===== src/hw/rtl/e2q_pkg.sv =====
`default_nettype none

package e2q_pkg;

    localparam int QUAT_WIDTH  = 16;
    localparam int ANGLE_WIDTH = 17;
    localparam int TAG_WIDTH   = 10;

    // Pipeline depth from angle input to the last quaternion stage.
    localparam int NUM_STAGES = 21;

    // Half-angle phase in turns: |a| * 2^32 / 92160, rounded. With 92160 = 2^11 * 45
    // this is 46603*|a| + floor((17*|a| + 22) / 45).
    localparam logic [31:0] PHASE_MUL      = 32'd46603;
    localparam logic [20:0] PHASE_REM      = 21'd17;
    localparam logic [20:0] PHASE_BIAS     = 21'd22;
    localparam logic [42:0] RECIP45        = 43'd2982617;
    localparam int          RECIP45_SHIFT  = 27;

    localparam logic [31:0] PI_Q30  = 32'd3373259426;
    localparam logic [30:0] ONE_Q30 = 31'h4000_0000;

    localparam int SIN_STEPS = 5;
    localparam int COS_STEPS = 6;

    // Each Horner divisor d is applied as floor(v * K >> S), K = ceil(2^S / d).
    localparam logic [30:0] SIN_K [SIN_STEPS] = '{
        31'd1249445032, 31'd1908874354, 31'd1636178018, 31'd1717986919, 31'd1431655766
    };
    localparam logic [5:0]  SIN_SH [SIN_STEPS] = '{6'd37, 6'd37, 6'd36, 6'd35, 6'd33};
    localparam logic [30:0] COS_K [COS_STEPS] = '{
        31'd2082408386, 31'd1527099484, 31'd1227133514, 31'd1145324613,
        31'd1431655766, 31'd1073741824
    };
    localparam logic [5:0]  COS_SH [COS_STEPS] = '{6'd38, 6'd37, 6'd36, 6'd35, 6'd34, 6'd31};

    typedef struct packed {
        logic [30:0] t;
        logic [29:0] x;
        logic [29:0] x2;
        logic [2:0]  oct;
    } hstate_t;

    typedef struct packed {
        logic [29:0] s;
        logic [30:0] c;
        logic [2:0]  oct;
    } trig_t;

endpackage

`default_nettype wire


===== src/hw/rtl/e2q_angle_cell.sv =====
`default_nettype none

module e2q_angle_cell
    import e2q_pkg::*;
(
    input  wire logic                          clk,
    input  wire logic                          en,
    input  wire logic signed [ANGLE_WIDTH-1:0] angle,
    output hstate_t                            dout
);

    logic [16:0] mag;
    logic [31:0] p1_next;
    logic [20:0] r_next;
    logic [31:0] p1_reg;
    logic [20:0] r_reg;
    logic        sign0_reg;

    logic [42:0] rp;
    logic [14:0] rq_next;
    logic [14:0] rq_reg;
    logic [31:0] p1b_reg;
    logic        sign1_reg;

    logic [31:0] sum;
    logic [31:0] phase_next;
    logic [31:0] phase_reg;

    logic [29:0] fr;
    logic [61:0] xp;
    logic [29:0] x_next;
    logic [29:0] x_reg;
    logic [2:0]  oct_reg;

    logic [59:0] x2p;
    logic [29:0] x2_next;
    logic [29:0] x2_reg;
    logic [29:0] xb_reg;
    logic [2:0]  octb_reg;

    assign mag     = angle[ANGLE_WIDTH-1] ? 17'(-angle) : 17'(angle);
    assign p1_next = {15'b0, mag} * PHASE_MUL;
    assign r_next  = 21'(mag) * PHASE_REM + PHASE_BIAS;

    assign rp      = 43'(r_reg) * RECIP45;
    assign rq_next = rp[RECIP45_SHIFT +: 15];

    assign sum        = p1b_reg + 32'(rq_reg);
    assign phase_next = sign1_reg ? (32'd0 - sum) : sum;

    // Odd octants run backward from the octant's far edge.
    assign fr     = phase_reg[29] ? (30'h2000_0000 - {1'b0, phase_reg[28:0]})
                                  : {1'b0, phase_reg[28:0]};
    assign xp     = 62'(fr) * 62'(PI_Q30);
    assign x_next = xp[60:31];

    assign x2p     = 60'(x_reg) * 60'(x_reg);
    assign x2_next = x2p[59:30];

    always_ff @(posedge clk)
    begin
        if (en)
        begin
            p1_reg    <= p1_next;
            r_reg     <= r_next;
            sign0_reg <= angle[ANGLE_WIDTH-1];
            rq_reg    <= rq_next;
            p1b_reg   <= p1_reg;
            sign1_reg <= sign0_reg;
            phase_reg <= phase_next;
            x_reg     <= x_next;
            oct_reg   <= phase_reg[31:29];
            x2_reg    <= x2_next;
            xb_reg    <= x_reg;
            octb_reg  <= oct_reg;
        end
    end

    assign dout = '{t: ONE_Q30, x: xb_reg, x2: x2_reg, oct: octb_reg};

endmodule

`default_nettype wire


===== config.mk =====
export PLATFORM = sky130hd
export DESIGN_NAME = e2q_angle_cell
export DESIGN_NICKNAME = d
export VERILOG_FILES = /design/src/hw/rtl/e2q_pkg.sv /design/src/hw/rtl/e2q_angle_cell.sv
export SDC_FILE = /design/constraint.sdc
export NUM_CORES = 2
export LEC_CHECK = 0
export ABC_AREA = 1
export BUFFER_PORTS_ARGS = -buffer_cell sky130_fd_sc_hd__buf_2
export CAP_MARGIN = 30
export CELL_PAD_IN_SITES_DETAIL_PLACEMENT = 2
export CELL_PAD_IN_SITES_GLOBAL_PLACEMENT = 2
export CORE_MARGIN = 8
export CORE_UTILIZATION = 45
export DETAILED_ROUTE_END_ITERATION = 16
export GPL_TIMING_DRIVEN = 0
export HOLD_SLACK_MARGIN = 0.03
export PLACE_DENSITY_LB_ADDON = 0.2
export SLEW_MARGIN = 5
export SYNTH_ARGS = -nofsm -noshare
export SYNTH_HDL_FRONTEND = slang
export SYNTH_SLANG_ARGS = --single-unit

===== constraint.sdc =====
create_clock -name clk -period 16.31 [get_ports clk]
set_input_delay 3.262 -clock clk [delete_from_list [all_inputs] [get_ports clk]]
set_output_delay 3.262 -clock clk [all_outputs]
set_load 0.05 [all_outputs]

==> qor.txt <==
Mapped Area = 64100 sq um
crit path launch type = register
first-pass GRT wire length = 393000 um
top_reg_cell synth = edfxtp_1
core box area = 141000 sq um
starting density of the core = 45.3%
worst slew pin tran = 1310 ps
clock latency on the worst-skew pair = 670 ps
number of global-route vias before repair = 63746
IO Port Bufs = 81
#FFs+latches synth = 229
Post-synth EDFFs = 229
final setup skew = 80.2 ps
CTS Root Cell = clkbuf_16
post-synth cell types = 53
GR met3 Demand/Resource = 5.54%
Resize count post-CTS = 0
setup ws final = 5450 ps
MaxCap Viol Count = 0
WP data arrival = 11180 ps
hpwl dp = 227000 um
die area = 155000 sq um
initial antenna violation count = 13
wire per inst = 28.9 um
Detailed Routing Iterations Pass 1 = 5
via count = 52508
RePlAce Congestion = 0.921
synth top area cells = fa_1 (38%), ha_1 (19%), inv_1 (12%)
outcome = finished clean
Die X = 393 um
Setup Slack @ Placement = 5450 ps
initial drt markers = 2924
DR DRC count = 0
Peak Freq = 92.1 MHz
largest family of logic cells by synthesized area = adder cells
Synth Area in Adders = 56.7%
most frequent cells in the layout = inv_1 (2118), fa_1 (1215), nand2_1 (1123)
Detail Route Antenna Nets = 0
total CTS buffers = 30
RSZ-0062 raised after global routing = false
Area growth syn-to-layout = 7.78%
met1 Resource Use GR = 37.6%
CTS tree = done
final instance area = 69000 sq um
Worst Reg2Reg Path Length in Cells = 34
Clk pin slew, worst setup/hold paths = 70 ps
WP data required = 16640 ps
Final Hold Viols = 0
post-synthesis mux area share = 0%
Setup TNS = 0 ps
Slew Limit Fails = 0
# hold bufs at CTS = 0
pin count of the biggest net entering global routing = 103
Hold Crit Class = reg -> reg
GRT Overall Usage = 33.3%
cell accounting for the most synthesized area = fa_1
async set-reset flop share out of synthesis = 0%
synthesized area per cell = 8.93 sq um
Synth Area in XOR/XNOR = 2.91%
Util after Layout = 48.8%
Post-Syn Instances = 7174
crit share post-route = 66.6%
share of cells above drive strength 1 = 4.47%
Std-Cell Rows = 138
CP max-delay cell = xor2_1
Max-slew headroom = 12.5%
synth warn = 0
# Post-CTS Setup Buffers = 0
Synth Area in Simple Gates = 11.2%
GRT Max-Usage Layer = met2
compound-gate portion of the synthesized area = 5.00%
Via density = 5.64
H-tree depth = 1
Post-DP Area = 67700 sq um
Seq/Total Area, Yosys = 10.7%
WS Path Type = reg -> reg
M2 GR Usage = 60.2%
slowest stage delay, CP = 770 ps
min Tclk post-route = 10860 ps
most common cell after layout, fill and taps aside = inv_1
CP Capture Type = register
Yosys top cell area share = 38.0%
CTS max path bufs = 3
critical-path maximum fanout = 6
NumNets Final = 9579
WL final = 269000 um
I/O pin total = 113
# setup viols final = 0
clock sinks = 229
Crit path top cell by count = inv_1
Cells on Worst Hold Path = 0
Die Y = 393 um
grt total ovfl = 0
## critical path, delay by kind of cell, from the launching register on
family | cells | cell delay [ps]
fa+ha+maj | 9 | 4320
simple gates | 10 | 2150
buf+inv | 8 | 1340
compound gates | 5 | 1140
xor+xnor | 2 | 980
flops | 1 | 590
## cell usage after synthesis, types with 16 or more instances
library cell	n
edfxtp_1	229
a21oi_1	248
clkbuf_1	82
nand4_1	37
inv_1	2118
xnor2_1	69
ha_1	958
nor2_2	17
fa_1	1215
nand3_1	117
o21bai_1	24
o21ai_0	143
buf_4	31
nor2_1	304
nand2_1	1123
nor3_1	36
nor4_1	16
buf_1	16
a31oi_1	48
a21o_1	27
nand2_2	30
xor2_1	142
## cells by family (layout without fill, tap and decap cells)
family                   count (synthesis)  after routing
other                                    2             44
AO/OA/AOI/OAI                          563            563
adder cells (fa/ha/maj)               2173           2173
XOR/XNOR                               212            212
buffers and inverters                 2261           2468
flip-flops                             229            229
AND/OR/NAND/NOR                       1734           1734
## metal layers
layer | part of all wire [%] | vias up
li1 | - | 21919
met1 | 36 | 27393
met2 | 50 | 2157
met3 | 6.1 | 1033
met4 | 6.9 | 6
met5 | 0.016 | -
## final timing paths
kind | from | slack [ps] | to
worst max-delay path | phase_reg[0]$_DFFE_PP_ | 5450 | x_reg[23]$_DFFE_PP_
worst min-delay path | p1_reg[27]$_DFFE_PP_ | 430 | p1b_reg[27]$_DFFE_PP_
worst max register to register | phase_reg[0]$_DFFE_PP_ | 5450 | x_reg[23]$_DFFE_PP_
worst min register to register | p1_reg[27]$_DFFE_PP_ | 430 | p1b_reg[27]$_DFFE_PP_
## final cells by class
cell class / instances / area (sq um)
timing repair buffer: 152 / 1300
clock inverter: 23 / 347
multi-input combinational: 4713 / 48800
fill: 15369 / 72400
buffer: 131 / 621
sequential: 229 / 6880
tap: 1890 / 2360
clock buffer: 32 / 758
inverter: 2130 / 8000
antenna: 13 / 32.5
## per-stage QoR
step / std cells / hold slack [ps]
6_report: 9313 / 425
5_1_grt: 9300 / 430
4_1_cts: 9281 / 427
3_5_place_dp: 9226 / 412
3_3_place_gp: 9174 / 403
2_1_floorplan: 7203 / 400
Power is left out: the tool's default activity adds up to more than one toggle a clock period on the data nets, which glitch-free logic cannot reach.
