--- src/hw/rtl/e2q_pkg.sv ---
`default_nettype none

package e2q_pkg;

    localparam int QUAT_WIDTH  = 16;
    localparam int ANGLE_WIDTH = 17;
    localparam int TAG_WIDTH   = 10;

    // Pipeline depth from angle input to the last quaternion stage.
    localparam int NUM_STAGES = 21;

    // Half-angle phase in turns: |a| * 2^32 / 92160, rounded. With 92160 = 2^11 * 45
    // this is 46603*|a| + floor((17*|a| + 22) / 45).
    localparam logic [31:0] PHASE_MUL      = 32'd46603;
    localparam logic [20:0] PHASE_REM      = 21'd17;
    localparam logic [20:0] PHASE_BIAS     = 21'd22;
    localparam logic [42:0] RECIP45        = 43'd2982617;
    localparam int          RECIP45_SHIFT  = 27;

    localparam logic [31:0] PI_Q30  = 32'd3373259426;
    localparam logic [30:0] ONE_Q30 = 31'h4000_0000;

    localparam int SIN_STEPS = 5;
    localparam int COS_STEPS = 6;

    // Each Horner divisor d is applied as floor(v * K >> S), K = ceil(2^S / d).
    localparam logic [30:0] SIN_K [SIN_STEPS] = '{
        31'd1249445032, 31'd1908874354, 31'd1636178018, 31'd1717986919, 31'd1431655766
    };
    localparam logic [5:0]  SIN_SH [SIN_STEPS] = '{6'd37, 6'd37, 6'd36, 6'd35, 6'd33};
    localparam logic [30:0] COS_K [COS_STEPS] = '{
        31'd2082408386, 31'd1527099484, 31'd1227133514, 31'd1145324613,
        31'd1431655766, 31'd1073741824
    };
    localparam logic [5:0]  COS_SH [COS_STEPS] = '{6'd38, 6'd37, 6'd36, 6'd35, 6'd34, 6'd31};

    typedef struct packed {
        logic [30:0] t;
        logic [29:0] x;
        logic [29:0] x2;
        logic [2:0]  oct;
    } hstate_t;

    typedef struct packed {
        logic [29:0] s;
        logic [30:0] c;
        logic [2:0]  oct;
    } trig_t;

endpackage

`default_nettype wire

--- src/hw/rtl/e2q_horner_cell.sv ---
`default_nettype none

module e2q_horner_cell
    import e2q_pkg::*;
(
    input  wire logic        clk,
    input  wire logic        en,
    input  wire logic [30:0] recip,
    input  wire logic [5:0]  shift,
    input  wire hstate_t     din,
    output hstate_t          dout
);

    logic [60:0] prod;
    hstate_t     mid_next;
    hstate_t     mid_reg;
    logic [60:0] qfull;
    logic [60:0] qsh;
    hstate_t     out_next;
    hstate_t     out_reg;

    // First half: x2 * t in Q30; the t field carries the product to the second half.
    assign prod     = 61'(din.x2) * 61'(din.t);
    assign mid_next = '{t: prod[60:30], x: din.x, x2: din.x2, oct: din.oct};

    // Second half: divide by the step's constant and subtract from one.
    assign qfull    = 61'(mid_reg.t[29:0]) * 61'(recip);
    assign qsh      = qfull >> shift;
    assign out_next = '{t: ONE_Q30 - qsh[30:0], x: mid_reg.x, x2: mid_reg.x2,
                        oct: mid_reg.oct};

    always_ff @(posedge clk)
    begin
        if (en)
        begin
            mid_reg <= mid_next;
            out_reg <= out_next;
        end
    end

    assign dout = out_reg;

endmodule

`default_nettype wire

--- config.mk ---
export PLATFORM = sky130hd
export DESIGN_NAME = e2q_horner_cell
export DESIGN_NICKNAME = d
export VERILOG_FILES = /design/src/hw/rtl/e2q_pkg.sv /design/src/hw/rtl/e2q_horner_cell.sv
export SDC_FILE = /design/constraint.sdc
export NUM_CORES = 2
export LEC_CHECK = 0
export BUFFER_PORTS_ARGS = -buffer_cell sky130_fd_sc_hd__buf_2
export CORE_MARGIN = 2
export CORE_UTILIZATION = 45
export DETAILED_ROUTE_END_ITERATION = 8
export PLACE_DENSITY_LB_ADDON = 0.15
export SETUP_SLACK_MARGIN = 0.02
export SLEW_MARGIN = 15
export SYNTH_ARGS = -nofsm -noshare
export SYNTH_HDL_FRONTEND = slang
export SYNTH_SLANG_ARGS = --single-unit
--- constraint.sdc ---
create_clock -name clk -period 11.55 [get_ports clk]
set_input_delay 0.5775 -clock clk [delete_from_list [all_inputs] [get_ports clk]]
set_output_delay 0.5775 -clock clk [all_outputs]
set_load 0.05 [all_outputs]
==> impl_metrics.py <==
metrics = {
    "global_route": {
        "antenna_found_initial": 11,
        "grt_pass1_wl_um": 368000,
        "grt_max_degree": 87,
        "grt_pass1_vias": 60200,
        "grt_use_total_pct": 30.1,
        "grt.overflow.total": 0,
    },
    "placement": {
        "dpl_cell_area_um2": 74100,
        "gp_congestion": 0.963,
        "place_hpwl_um": 188000,
        "port_buffers": 226,
        "placed_cells": 9709,
    },
    "setup_path": {
        "critPathRequiredTime_ns": 11.82,
        "path_common_cell": "fa_1",
        "path_max_fanout": 13,
        "critical-path-top-delay-family": "adder cells",
        "crit_buf_inv": 2,
        "reg2reg_to": "dout[88]$_DFFE_PP_",
        "reg2reg_slack_ns": 0.35,
        "cp_data_arrival_time_ns": 11.47,
        "r2r_cells": 26,
        "max_stage_delay_ns": 0.91,
        "critPathLaunchType": "flip-flop",
        "r2r-start": "mid_reg[76]$_DFFE_PP_",
        "cp_slowest_cell": "edfxtp_1",
        "crit_type": "reg -> reg",
        "end_kind": "flip-flop",
    },
    "logic_synthesis": {
        "ys_async_sr_fraction_pct": 0,
        "synthCells": 7742,
        "syn_area_per_cell_um2": 9.18,
        "synth.cell_area_um2": 71000,
        "yosysWarnings": 0,
        "synthesis.nets": 9979,
        "ys_types": 116,
        "yosysSeqAreaShare_pct": 7.91,
        "synth_edf_count": 187,
        "ys_ff_latch": 187,
        "ys.flop_type": "edfxtp_1",
    },
    "timing": {
        "tightest_slew_ns": 1.11,
        "period_minus_slack_ns": 11.20,
        "slew_headroom_pct": 26.0,
        "skew_ns": 0.0224,
        "slew_violations": 0,
        "rsz0062_at_grt": "no",
        "hold_viol": 0,
        "setup_viol": 0,
        "post-route-period-util_pct": 97.0,
        "finalSetupTns_ns": 0,
        "timing.fmax_ghz": 0.0893,
    },
    "final_layout": {
        "design_area_um2": 75100,
        "fin_cells": 9775,
        "num-nets-final": 9936,
        "area_growth_pct": 5.69,
        "largest_reg_flops": 94,
        "nFillCells": 15200,
        "drive_gt1_share_pct": 7.53,
    },
    "routing": {
        "vias_per_cell": 5.67,
        "num_vias": 55400,
        "drtIter0Drc": 4327,
        "antenna_left": 0,
        "wl_per_cell_um": 24.2,
        "drt_pass1_iterations": 6,
        "totalWireLength_um": 236000,
        "drc_errors": 0,
    },
    "clock_tree": {
        "cts.clk_slew.worst_paths_ns": 0.08,
        "cts.repair.resized": 0,
        "cts_buffer_depth": 2,
        "insertion_delay_ns": 0.55,
        "numCtsBuffers": 17,
        "cts.sinks": 187,
        "cts_max_level": 4,
        "cts_tree": "done",
        "cts-root-buf": "clkbuf_16",
    },
    "floorplan": {
        "die_h_um": 401,
        "die-area_um2": 161000,
        "rows": 145,
        "start_util_pct": 45.4,
        "dieWidth_um": 401,
        "core-area_um2": 157000,
        "io_pins": 227,
    },
    "worst_hold_path": {
        "hold_depth": 1,
        "hp-class": "in -> reg",
        "worst_hold_path.endpoint": "mid_reg[62]$_DFFE_PP_",
        "hp-start": "din[62]",
    },
    "status": {
        "run_status": "complete, no violations",
    },
    "flow_run": {
        "max_cap_violations": 0,
    },
}
cells by family (layout without fill, tap and decap cells):
group | count (synthesis) | after routing | synth area share (%)
AOI/OAI and AO/OA | 791 | 791 | 8.10
xor gates and xnor gates | 95 | 95 | 1.18
adders and majority gates | 2104 | 2104 | 54.1
buffers and inverters | 1836 | 1806 | 9.87
DFF | 187 | 187 | 7.91
muxes | 61 | 61 | 1.12
other | 0 | 5 | 0
and+or+nand+nor | 2668 | 2668 | 17.7
worst max-delay path by stage:
stage	from	end	slack, ns	depth (start not counted)
2_1_floorplan	recip[13]	dout[90]$_DFFE_PP_	2.45	29
3_3_place_gp	recip[17]	dout[88]$_DFFE_PP_	0.25	26
3_5_place_dp	mid_reg[67]$_DFFE_PP_	dout[88]$_DFFE_PP_	0.26	30
4_1_cts	mid_reg[67]$_DFFE_PP_	dout[88]$_DFFE_PP_	0.23	30
5_1_grt	mid_reg[77]$_DFFE_PP_	dout[88]$_DFFE_PP_	0.03	26
6_report	mid_reg[76]$_DFFE_PP_	dout[88]$_DFFE_PP_	0.35	26
layer usage:
metal | up-vias | GRT usage, % | share of wire [%]
li1 | 23900 | - | -
met1 | 29000 | 39.7 | 41
met2 | 2139 | 51.4 | 49
met3 | 401 | 3.62 | 6.9
met4 | 4 | 10.1 | 3.8
met5 | - | 0 | 0.011
cells in the mapped netlist (20+ instances only):
library cell | number | area share (%)
a31oi_1 | 24 | 0.21
o21a_1 | 34 | 0.36
xor2_1 | 28 | 0.35
nand2b_1 | 20 | 0.18
nor3_1 | 61 | 0.43
nand3_1 | 73 | 0.51
clkbuf_1 | 419 | 2.2
o211ai_1 | 38 | 0.40
o21ai_0 | 97 | 0.68
inv_1 | 1349 | 7.1
a21oi_1 | 157 | 1.1
and3_1 | 21 | 0.18
and2_1 | 660 | 5.8
o21ai_1 | 24 | 0.17
buf_2 | 29 | 0.20
fa_1 | 1614 | 45
edfxtp_1 | 187 | 7.9
nor2_1 | 232 | 1.2
xnor2_1 | 66 | 0.81
mux2i_1 | 31 | 0.44
a211oi_1 | 51 | 0.54
a221oi_1 | 24 | 0.30
a21o_1 | 54 | 0.57
ha_1 | 490 | 8.6
nand4_1 | 59 | 0.52
nand2_1 | 1418 | 7.5
placed cells by master, fill, tap and decap left out, types with 19 or more instances in the layout:
cell type,Yosys,layout
buf_2,29,225
ha_1,490,490
nor2_1,232,231
a21oi_1,157,157
and3_1,21,21
mux2i_1,31,31
buf_4,13,179
edfxtp_1,187,187
fa_1,1614,1614
and2_1,660,660
inv_1,1349,1349
nor3_1,61,61
nand2_1,1418,1418
a211oi_1,51,51
xor2_1,28,28
or3_1,19,19
a31oi_1,24,24
a221oi_1,24,24
o2111ai_1,19,19
o21a_1,34,34
o21ai_1,24,24
nand3_1,73,73
o211ai_1,38,38
xnor2_1,66,65
a21o_1,54,54
nand2b_1,20,20
o21ai_0,97,97
nand4_1,59,59
repair_timing:
item | 4_1_cts | 5_1_grt
setup buffers | 0 | 28
hold endpoints to repair | 0 | 0
setup endpoints to repair | 0 | 18
hold buffers | 0 | 0
metrics by stage:
| stage | setup WS (ns) | hold slack [ns] | util [%] |
|---|---|---|---|
| finish | 0.346 | 0.220 | 48.0 |
| global placement | 0.250 | 0.400 | 47.3 |
| CTS | 0.228 | 0.164 | 47.7 |
| global route | 0.0332 | 0.194 | 47.9 |
| floorplan | 2.45 | 0.400 | - |
| detailed placement | 0.264 | 0.405 | 47.3 |
layout make-up:
type,instances,area [µm²],area share (%)
well taps,2058,2570,3.43
diodes,5,12.5,0.0167
clock buffers,17,425,0.567
clock inverters,15,181,0.242
multi-input cells,5719,58400,77.8
repair buffers,421,2780,3.70
flip-flops and latches,187,5620,7.48
inverters,1353,5080,6.76
Power is not shown: default switching activity piles up to over one toggle a cycle in this logic, so the estimate is an artifact.
